`config.mk`:
```
export PLATFORM = sky130hd
export DESIGN_NAME = cat_queue
export DESIGN_NICKNAME = d
export VERILOG_FILES = /design/src/rtl/cat_pkg.sv /design/src/rtl/cat_queue.sv
export SDC_FILE = /design/constraint.sdc
export NUM_CORES = 1
export LEC_CHECK = 0
export ABC_AREA = 1
export BUFFER_PORTS_ARGS = -buffer_cell sky130_fd_sc_hd__buf_2
export CAP_MARGIN = 20
export CORE_UTILIZATION = 52
export DETAILED_ROUTE_END_ITERATION = 7
export HOLD_SLACK_MARGIN = 0.05
export PLACE_DENSITY_LB_ADDON = 0.25
export SLEW_MARGIN = 20
export SYNTH_ARGS = -nofsm -noshare
export SYNTH_HDL_FRONTEND = slang
export SYNTH_SLANG_ARGS = --single-unit
export TNS_END_PERCENT = 100
```
`constraint.sdc`:
```
create_clock -name clk -period 5.7 [get_ports clk]
set_input_delay 0.57 -clock clk [delete_from_list [all_inputs] [get_ports clk]]
set_output_delay 0.57 -clock clk [all_outputs]
set_load 0.05 [all_outputs]
```
`src/rtl/cat_pkg.sv`:
```
// Shared types and constants for the closest approach time block.
package cat_pkg;

	localparam int COORD_W  = 24;
	localparam int TIME_W   = 64;
	localparam int SUM_W    = 56;
	localparam int EPS_W    = 32;
	localparam int MAX_AXES = 3;
	localparam int AXIS_W   = 2;
	localparam int QDEPTH   = 4;
	localparam int QPTR_W   = 2;
	localparam int QCNT_W   = 3;
	localparam int DATA_W   = 4 * COORD_W + 2 * TIME_W;

	localparam logic [EPS_W-1:0] EPS_RESET = EPS_W'(42950);

	// One finished pair handed from the accumulator to the divider side.
	typedef struct packed {
		logic signed [SUM_W-1:0]  num;
		logic [SUM_W-1:0]         den;
		logic [TIME_W-1:0]        ts;
		logic [TIME_W-1:0]        te;
	} cat_entry_t;

	typedef struct packed {
		logic               valid;
		logic [QCNT_W-1:0]  count;
	} cat_qstat_t;

endpackage

```
`src/rtl/cat_queue.sv`:
```
// Short request queue between the accumulating front and the dividing back.
module cat_queue (
	input  logic               clk,
	input  logic               arst_n,
	input  logic               push,
	input  cat_pkg::cat_entry_t push_data,
	input  logic               pop,
	output cat_pkg::cat_entry_t pop_data,
	output cat_pkg::cat_qstat_t stat
);
	import cat_pkg::*;

	cat_entry_t         mem_q [QDEPTH];
	logic [QPTR_W-1:0]  wr_ptr_q;
	logic [QPTR_W-1:0]  rd_ptr_q;
	logic [QCNT_W-1:0]  count_q;
	logic               do_pop;

	assign do_pop = pop && (count_q != '0);
	assign pop_data = mem_q[rd_ptr_q];
	assign stat.valid = (count_q != '0);
	assign stat.count = count_q;

	always_ff @(posedge clk) begin
		if (push) begin
			mem_q[wr_ptr_q] <= push_data;
		end
	end

	always_ff @(posedge clk or negedge arst_n) begin
		if (!arst_n) begin
			wr_ptr_q <= '0;
			rd_ptr_q <= '0;
			count_q  <= '0;
		end else begin
			if (push) begin
				wr_ptr_q <= wr_ptr_q + 1'b1;
			end
			if (do_pop) begin
				rd_ptr_q <= rd_ptr_q + 1'b1;
			end
			if (push && !do_pop) begin
				count_q <= count_q + 1'b1;
			end else if (!push && do_pop) begin
				count_q <= count_q - 1'b1;
			end
		end
	end

endmodule

```
==> results.py <==
metrics = {
    "cts": {
        "clockRootBuffer": "clkbuf_16",
        "post_cts_resized": 0,
        "cts.sinks": 967,
        "clk_path_buf_depth": 3,
        "cts_buffers": 96,
        "cts_tree": "done",
        "hold_buffers": 1,
        "postCtsSetupBuffers": 0,
        "cts_max_level": 3,
        "path_clk_slew_ns": 0.06,
        "clk_latency_ns": 0.64,
    },
    "yosys": {
        "seq_area_frac_synth_pct": 76.15,
        "synth_seq_cells": 967,
        "postSynthCellCount": 2854,
        "syn_area_per_cell_sq_um": 13.34,
        "syn_nets": 3104,
        "synth.distinct_cells": 19,
        "synth_area_sq_um": 38090,
        "yosysWarnings": 0,
    },
    "route": {
        "drt-initial-drc-count": 1421,
        "drc": 0,
        "viasPerCell": 5.241,
        "vias": 22820,
        "ant_nets": 0,
        "first_pass_iters": 5,
        "routedWlPerCell_um": 18.69,
        "routed_wl_um": 81390,
    },
    "global_route": {
        "grt_pass1_vias": 22150,
        "grt_pass1_wl_um": 123400,
        "grt_max_degree": 182,
        "antenna_found_initial": 34,
        "gr-total-overflow": 0,
        "globalRouteTotalUtil_pct": 21.66,
    },
    "timing": {
        "worstMarginPinSlew_ns": 1.235,
        "slew-limit-headroom_pct": 17.67,
        "tns_ns": 0,
        "finalSetupViolations": 0,
        "fmax_mhz": 257.1,
        "finalHoldViolations": 0,
        "fin_ws_ns": 1.810,
        "finClkSkew_ns": 0.01825,
        "hold_slack_ns": 0.1461,
        "rsz0062_at_grt": "false",
        "drv_slew": 0,
        "finalCriticalPeriod_ns": 3.890,
        "timing.final.crit_share_pct": 68.25,
    },
    "cells_and_area": {
        "drive_above_1_share_pct": 19.34,
        "syn2layout_area_growth_pct": 16.66,
        "final_util_pct": 61.73,
        "nets": 3555,
        "finish.instance_area_sq_um": 44430,
        "stdcell_count": 4354,
    },
    "power": {
        "ir_drop_uv": 1125,
        "p_leak_nw": 17.80,
        "cellPowerDensity_nw_per_um2": 610.6,
        "total_power_mw": 27.13,
    },
    "worst_setup_path": {
        "cp_cell_sequence": "inv_8, buf_4, o211ai_1, nand2_1, buf_2",
        "end_kind": "output pin",
        "path_class": "reg -> out",
        "critPathLaunchType": "flop",
        "cpPeakStageDelay_ns": 0.75,
        "cp.required_ns": 5.13,
        "crit_arrival_ns": 3.32,
        "critPathSlowestCell": "dfrtp_4",
        "r2r_cells": 6,
        "worstReg2RegEnd": "mem_q[2][134]$_DFFE_PP_",
        "r2r-start": "wr_ptr_q[0]$_DFFE_PN0P_",
        "critical_path_peak_fanout": 120,
        "crit_family": "buffers and inverters",
        "worst-r2r-setup-slack_ns": 2.93,
        "crit_buf_inv": 3,
    },
    "placement": {
        "place_hpwl_um": 48630,
        "dpl_cell_area_sq_um": 41330,
        "place_ws_ns": 2.390,
        "dp_cells": 4155,
        "finalWeightedCongestion": 0.8744,
        "port_buffers": 487,
    },
    "min_path": {
        "min_to": "mem_q[2][28]$_DFFE_PP_",
        "hold_path_depth": 1,
        "min_from": "push_data[28]",
        "hold_path_class": "in -> reg",
    },
    "die": {
        "die_area_sq_um": 74330,
        "die_height_um": 272.6,
        "die_w_um": 272.6,
        "initial_core_util_pct": 52.91,
        "num_rows": 98,
        "ios": 488,
        "core_area_sq_um": 71980,
    },
    "outcome": {
        "outcome": "complete, no violations",
    },
    "job": {
        "max-cap-violations": 0,
    },
}
[how the worst max path moves through the flow]
stage | start | end | slack, ns | depth (start not counted)
after floorplan | push | mem_q[1][0]$_DFFE_PP_ | 0.89 | 3
after global placement | rd_ptr_q[1]$_DFFE_PN0P_ | pop_data[42] | 2.46 | 5
after detailed placement | rd_ptr_q[1]$_DFFE_PN0P_ | pop_data[184] | 2.39 | 5
after CTS | rd_ptr_q[1]$_DFFE_PN0P_ | pop_data[184] | 1.68 | 5
after global routing | rd_ptr_q[1]$_DFFE_PN0P_ | pop_data[156] | 1.56 | 5
final | rd_ptr_q[1]$_DFFE_PN0P_ | pop_data[142] | 1.81 | 5
[cell usage in the layout, fill, tap and decap left out]
| cell | Yosys | final |
|---|---|---|
| clkinv_8 | 0 | 1 |
| buf_16 | 0 | 1 |
| clkbuf_1 | 69 | 17 |
| dfrtp_4 | 0 | 1 |
| clkinvlp_4 | 0 | 5 |
| inv_1 | 491 | 487 |
| diode_2 | 0 | 23 |
| nor2_1 | 1 | 1 |
| buf_2 | 81 | 487 |
| o21ai_0 | 1 | 1 |
| xor2_1 | 1 | 1 |
| o211ai_1 | 480 | 480 |
| buf_4 | 3 | 14 |
| clkbuf_16 | 0 | 98 |
| ha_1 | 5 | 5 |
| buf_12 | 0 | 10 |
| edfxtp_1 | 960 | 960 |
| nand3_1 | 3 | 3 |
| inv_6 | 0 | 2 |
| bufinv_16 | 0 | 6 |
| xnor2_1 | 1 | 1 |
| fa_1 | 1 | 1 |
| nand4_1 | 1 | 1 |
| dlygate4sd3_1 | 0 | 1 |
| clkinv_1 | 0 | 22 |
| inv_8 | 0 | 2 |
| nand2_1 | 740 | 740 |
| inv_16 | 0 | 3 |
| clkinv_4 | 0 | 1 |
| clkinv_2 | 0 | 23 |
| dfrtp_1 | 7 | 6 |
[per-layer routing]
| layer | part of all wire, % | GRT usage [%] | up-vias | routed length, um |
|---|---|---|---|---|
| met4 | 3.9 | 10.48 | 32 | 3175 |
| li1 | - | - | 10960 | - |
| met2 | 50 | 36.09 | 655 | 40820 |
| met5 | 0.21 | 0 | - | 168 |
| met1 | 38 | 25.72 | 10980 | 30860 |
| met3 | 7.8 | 6.449 | 198 | 6374 |
[worst register-to-register path: stages, from the launching register on]
cell,delay [ns]
dfrtp_1,0.41
inv_1,0.09
ha_1,0.20
nand2_1,0.10
clkinvlp_4,0.55
buf_12,0.46
buf_16,0.33
[layout make-up]
| type | count | area [sq um] |
|---|---|---|
| Clock inverter | 59 | 488.0 |
| Fill cell | 5296 | 27550 |
| Antenna cell | 23 | 57.56 |
| Inverter | 493 | 1881 |
| Sequential cell | 967 | 29010 |
| Multi-Input combinational cell | 1234 | 6511 |
| Timing Repair Buffer | 513 | 2780 |
| Clock buffer | 115 | 2516 |
| Tap cell | 950 | 1189 |
[cell families (layout without fill, tap and decap cells)]
logic type / Yosys count / after routing / share of synthesized area [%]
DFF: 967 / 967 / 76.15
and+or+nand+nor: 745 / 745 / 7.359
buffers and inverters: 653 / 1180 / 6.751
AOI/OAI and AO/OA: 481 / 481 / 9.475
adders and majority gates: 6 / 6 / 0.2168
xor gates and xnor gates: 2 / 2 / 0.04600
other: 0 / 23 / 0
[report_power, final]
| group | switching [mW] | total [mW] | internal (mW) |
|---|---|---|---|
| sequential | 0.359 | 9.67 | 9.31 |
| combinational | 9.13 | 11.5 | 2.35 |
| clock | 2.56 | 5.99 | 3.43 |
| total | 12.0 | 27.1 | 15.1 |
[Yosys cell counts, drive strengths merged]
| cell | n | area share [%] |
|---|---|---|
| fa | 1 | 0.053 |
| buf | 91 | 1.2 |
| ha | 5 | 0.16 |
| nand3 | 3 | 0.039 |
| nand2 | 740 | 7.3 |
| o211ai | 480 | 9.5 |
| o21ai | 1 | 0.013 |
| nand4 | 1 | 0.016 |
| xnor2 | 1 | 0.023 |
| nor2 | 1 | 0.0098 |
| dfrtp | 7 | 0.46 |
| clkbuf | 69 | 0.68 |
| inv | 493 | 4.9 |
| xor2 | 1 | 0.023 |
| edfxtp | 960 | 76 |
[registers in the layout (all words and copies together) (netlist names)]
signal,count
rd_ptr_q,2
mem_q,960
count_q,3
wr_ptr_q,2
(Power assumes the default switching activity.)
