### config.mk
export PLATFORM = sky130hd
export DESIGN_NAME = cat_front
export DESIGN_NICKNAME = d
export VERILOG_FILES = /design/src/rtl/cat_pkg.sv /design/src/rtl/cat_front.sv
export SDC_FILE = /design/constraint.sdc
export NUM_CORES = 2
export LEC_CHECK = 0
export ABC_AREA = 1
export BUFFER_PORTS_ARGS = -buffer_cell sky130_fd_sc_hd__clkbuf_2
export CAP_MARGIN = 10
export CORE_MARGIN = 2
export CORE_UTILIZATION = 50
export DETAILED_ROUTE_END_ITERATION = 10
export GPL_TIMING_DRIVEN = 1
export PLACE_DENSITY = 0.67
export SLEW_MARGIN = 20
export SYNTH_ARGS = -nofsm -noshare
export SYNTH_HDL_FRONTEND = slang
export SYNTH_SLANG_ARGS = --single-unit
### constraint.sdc
create_clock -name clk -period 7.5 [get_ports clk]
set_clock_uncertainty 0.05 [all_clocks]
set_input_delay 2.25 -clock clk [delete_from_list [all_inputs] [get_ports clk]]
set_output_delay 2.25 -clock clk [all_outputs]
set_load 0.01 [all_outputs]
### src/rtl/cat_pkg.sv
// Shared types and constants for the closest approach time block.
package cat_pkg;

	localparam int COORD_W  = 24;
	localparam int TIME_W   = 64;
	localparam int SUM_W    = 56;
	localparam int EPS_W    = 32;
	localparam int MAX_AXES = 3;
	localparam int AXIS_W   = 2;
	localparam int QDEPTH   = 4;
	localparam int QPTR_W   = 2;
	localparam int QCNT_W   = 3;
	localparam int DATA_W   = 4 * COORD_W + 2 * TIME_W;

	localparam logic [EPS_W-1:0] EPS_RESET = EPS_W'(42950);

	// One finished pair handed from the accumulator to the divider side.
	typedef struct packed {
		logic signed [SUM_W-1:0]  num;
		logic [SUM_W-1:0]         den;
		logic [TIME_W-1:0]        ts;
		logic [TIME_W-1:0]        te;
	} cat_entry_t;

	typedef struct packed {
		logic               valid;
		logic [QCNT_W-1:0]  count;
	} cat_qstat_t;

endpackage

### src/rtl/cat_front.sv
// Front end: takes axis requests, forms products and accumulates the sums per pair.
module cat_front (
	input  logic                       clk,
	input  logic                       arst_n,
	input  logic                       in_valid,
	output logic                       in_ready,
	input  logic [cat_pkg::DATA_W-1:0] in_data,
	input  logic                       in_last,
	input  cat_pkg::cat_qstat_t        qstat,
	output logic                       push,
	output cat_pkg::cat_entry_t        push_data
);
	import cat_pkg::*;

	logic signed [COORD_W-1:0] p1, e1, p3, e3;
	logic [TIME_W-1:0]         ts_in, te_in;
	logic                      accept, eff_last;
	logic [AXIS_W-1:0]         axis_q;

	logic                      valid_s1, last_s1;
	logic signed [COORD_W:0]   diff_s1;
	logic signed [COORD_W+1:0] dd_s1;
	logic [TIME_W-1:0]         ts_s1, te_s1;

	logic                          valid_s2, last_s2;
	logic signed [2*COORD_W+2:0]   nprod_s2;
	logic signed [2*COORD_W+3:0]   dprod_s2;
	logic [TIME_W-1:0]             ts_s2, te_s2;

	logic signed [SUM_W-1:0]   num_sum_q, num_next;
	logic [SUM_W-1:0]          den_sum_q, den_next;
	logic [QCNT_W-1:0]         pending;

	assign p1    = in_data[COORD_W-1:0];
	assign e1    = in_data[2*COORD_W-1:COORD_W];
	assign p3    = in_data[3*COORD_W-1:2*COORD_W];
	assign e3    = in_data[4*COORD_W-1:3*COORD_W];
	assign ts_in = in_data[4*COORD_W+TIME_W-1:4*COORD_W];
	assign te_in = in_data[DATA_W-1:4*COORD_W+TIME_W];

	// Every pair still in the pipeline needs a queue slot waiting for it.
	assign pending  = qstat.count + QCNT_W'(valid_s1 && last_s1) + QCNT_W'(valid_s2 && last_s2);
	assign in_ready = (pending < QCNT_W'(QDEPTH));
	assign accept   = in_valid && in_ready;
	assign eff_last = in_last || (axis_q == AXIS_W'(MAX_AXES - 1));

	assign num_next = num_sum_q + SUM_W'(nprod_s2);
	assign den_next = den_sum_q + SUM_W'(dprod_s2);

	assign push           = valid_s2 && last_s2;
	assign push_data.num  = num_next;
	assign push_data.den  = den_next;
	assign push_data.ts   = ts_s2;
	assign push_data.te   = te_s2;

	always_ff @(posedge clk) begin
		diff_s1  <= (COORD_W+1)'(p3) - (COORD_W+1)'(p1);
		dd_s1    <= ((COORD_W+2)'(e1) - (COORD_W+2)'(p1)) - ((COORD_W+2)'(e3) - (COORD_W+2)'(p3));
		ts_s1    <= ts_in;
		te_s1    <= te_in;
		nprod_s2 <= (2*COORD_W+3)'(diff_s1) * (2*COORD_W+3)'(dd_s1);
		dprod_s2 <= (2*COORD_W+4)'(dd_s1) * (2*COORD_W+4)'(dd_s1);
		ts_s2    <= ts_s1;
		te_s2    <= te_s1;
	end

	always_ff @(posedge clk or negedge arst_n) begin
		if (!arst_n) begin
			axis_q    <= '0;
			valid_s1  <= 1'b0;
			last_s1   <= 1'b0;
			valid_s2  <= 1'b0;
			last_s2   <= 1'b0;
			num_sum_q <= '0;
			den_sum_q <= '0;
		end else begin
			valid_s1 <= accept;
			last_s1  <= eff_last;
			valid_s2 <= valid_s1;
			last_s2  <= last_s1;
			if (accept) begin
				axis_q <= eff_last ? '0 : axis_q + 1'b1;
			end
			if (valid_s2) begin
				num_sum_q <= last_s2 ? '0 : num_next;
				den_sum_q <= last_s2 ? '0 : den_next;
			end
		end
	end

endmodule

==> run_results.csv <==
group,metric,value,unit
timing,maxSlewHeadroom,0.324,
placement,io_buffers,472,
timing,finalHoldViolations,0,
cts,clock_path_buffers,3,
logic_synthesis,syn-num-nets,11900,
logic_synthesis,yosysSeqAreaShare,0.147,
die,fp.dieW,393,um
placement,place_hpwl,191000,um
critical_path,required,8.02,ns
global_route,grt_antenna_before_repair,3,
detailed_routing,wl_per_cell,18.2,um
timing,max_clock_freq,141,MHz
timing,period_minus_slack,7.08,ns
timing,rsz0062_at_grt,"no",
cts,h-tree-depth,2,
detailed_routing,drtPass1Iterations,6,
job,cap_violations,0,
die,coreArea,150000,um2
logic_synthesis,synth_flop_cell,"dfxtp_1",
logic_synthesis,mappedNetlistArea,75800,um2
logic_synthesis,postSynthCellCount,9829,
layout,antenna_cells,0,
critical_path,cp_slowest_cell,"fa_1",
critical_path,cp_common_cell,"fa_1",
global_route,grt_pass1_vias,65200,
layout,area.growth.synth_to_final,9.16,%
timing,worst_pin_slew,1.01,ns
logic_synthesis,synthArstFlopShare,0.224,
die,rows,142,
logic_synthesis,synth-edff-count,0,
cts,cts_tree,"yes",
timing,drv_slew,0,
cts,clockRootBuffer,"clkbuf_16",
detailed_routing,routed_wl,223000,um
status,status,"completed",
cts,clock_sinks,527,
detailed_routing,vias_per_cell,5.01,
die,initial_core_util,0.505,
cts,postCtsSetupBuffers,0,
cts,path_clk_slew,0.06,ns
min_path,hp-class,"register to register",
detailed_routing,drtIter0Drc,4112,
timing,tns,0,ns
detailed_routing,drc,0,
detailed_routing,antenna_left,0,
die,ios,474,
timing,setup_viol,0,
global_route,grtUsageTotal,0.294,
logic_synthesis,ys_warn_count,0,
die,die_h,393,um
global_route,grt_pass1_wl,358000,um
logic_synthesis,syn_avg_cell_area,7.71,um2
logic_synthesis,ys_types,53,
cts,clkLatencyLatePin,0.71,ns
cts,cts_made_buffers,58,
critical_path,worstPathArrival,7.60,ns
critical_path,critPathMaxStageDelay,0.55,ns
global_route,overflow,0,
critical_path,critPathKind,"register to register",
critical_path,crit_chain,"buf_4, clkinv_1, nor2_1, xnor2_1, ha_1, a31o_2, fa_1, fa_1, fa_1, fa_1, fa_1, inv_1, fa_1, inv_1, ha_1, nand2_1, nor2_1, inv_1, nor2_1, inv_1, nor3_1, o21ai_0, nand4_1, nand2_1",
critical_path,cp-end-kind,"register",
layout,nNetsFinal,12300,
layout,drive_above_1_share,0.0834,
critical_path,crit_fanout,13,
placement,place_congestion,1.02,
critical_path,crit_path_start_kind,"register",
die,fp.dieArea,155000,um2
detailed_routing,via_count,61500,
timing,fin_crit_sh,0.944,
logic_synthesis,ys_ff_latch,527,
global_route,grt_max_degree,86,
[kinds of logic after synthesis]
| group | Yosys count | synth area share |
|---|---|---|
| compound gates | 538 | 0.0400 |
| simple gates | 3668 | 0.198 |
| buf+inv | 3072 | 0.152 |
| xor+xnor | 181 | 0.0213 |
| flops | 527 | 0.147 |
| fa+ha+maj | 1843 | 0.442 |
[metal layers]
metal	wire, um	global-route usage	vias up
met2	107000	0.499	2024
li1	-	-	29000
met3	14000	0.0339	359
met5	40	0	-
met4	8080	0.0978	6
met1	94100	0.392	30200
[cell type report]
type	count	area, um2
clock buffers	81	1700
clock inverters	27	272
repair buffers	589	3370
well taps	2016	2520
flip-flops and latches	527	11200
fillers	14400	67400
multi-input cells	6230	53200
inverters	2816	10600
[synthesized netlist by cell type (all sizes together) (9+ instances only)]
cell type  instances  area (um2)
a21boi            10        75.1
a21o              15         113
a21oi            277        1390
a22o              24         210
a31oi              9        56.3
and2              69         442
buf                9        38.8
clkbuf           247         927
dfrtp            118        2950
dfxtp            409        8190
fa              1389       27800
ha               454        5680
inv             2814       10600
nand2           2644       10000
nand3            277        1480
nand3b             9        67.6
nand4             73         457
nor2             512        2030
nor3              56         365
o211ai            10        80.1
o21ai            153         784
o21bai            28         214
or2               19         121
xnor2             60         526
xor2             121        1090
[repair_timing]
action | CTS | global route
hold endpoints to repair | 0 | 0
gates resized for setup | 0 | 1
hold buffers | 0 | 0
setup endpoints to repair | 0 | 1
[state kept, by name, indices dropped and copies added (netlist names)]
register	count
dd_s1	26
nprod_s2	51
valid_s1	1
diff_s1	25
num_sum_q	56
valid_s2	1
te_s1	64
axis_q	2
te_s2	64
last_s1	1
ts_s2	64
dprod_s2	51
last_s2	1
ts_s1	64
den_sum_q	56
[critical path: cells and delay by family, from the launching register on]
family	cells	cell delay (ns)
fa+ha+maj	8	3.55
simple gates	7	1.26
buf+inv	6	1.04
flops	1	0.51
compound gates	2	0.47
xor+xnor	1	0.11
[through the flow]
step / hold slack, ns / cells / worst slack, ns / cell area [um2] / utilization
global route: 0.234 / 12300 / 0.0144 / 82800 / 0.551
finish: 0.233 / 12300 / 0.422 / 82800 / 0.551
CTS: 0.233 / 12300 / 0.470 / 82800 / 0.551
detailed placement: 0.262 / 12200 / 0.464 / 80800 / 0.538
global placement: 0.259 / 12200 / 0.524 / 80800 / 0.538
floorplan: 0.260 / 9829 / 0.890 / 75800 / -
[placed cells by master, fill, tap and decap left out, types with 17 or more instances in the layout]
| master | n |
|---|---|
| a21oi_1 | 276 |
| a22o_1 | 24 |
| and2_1 | 65 |
| buf_4 | 107 |
| clkbuf_16 | 61 |
| clkbuf_2 | 471 |
| dfrtp_1 | 118 |
| dfxtp_1 | 383 |
| dfxtp_2 | 26 |
| fa_1 | 1389 |
| ha_1 | 454 |
| inv_1 | 2803 |
| nand2_1 | 2615 |
| nand2_2 | 29 |
| nand3_1 | 259 |
| nand3_2 | 18 |
| nand4_1 | 73 |
| nor2_1 | 473 |
| nor2_2 | 35 |
| nor3_1 | 39 |
| nor3_2 | 17 |
| o21ai_0 | 142 |
| o21bai_1 | 27 |
| xnor2_1 | 60 |
| xor2_1 | 117 |
[path summary, 6_finish.rpt]
| kind | slack [ns] | endpoint | depth (start not counted) | startpoint |
|---|---|---|---|---|
| worst max-delay path | 0.42 | dprod_s2[45] | 24 | dd_s1[25] |
| worst min-delay path | 0.23 | ts_s2[34] | 0 | ts_s1[34] |
| worst max register to register | 0.42 | dprod_s2[45] | 24 | dd_s1[25] |
| worst min register to register | 0.23 | ts_s2[34] | 0 | ts_s1[34] |
| max in group asynchronous | 4.57 | num_sum_q[32] | 2 | arst_n |
| min in group asynchronous | 1.58 | den_sum_q[51] | 1 | arst_n |
Power is not shown: default switching activity piles up to over one toggle a cycle in this logic, so the estimate is an artifact.
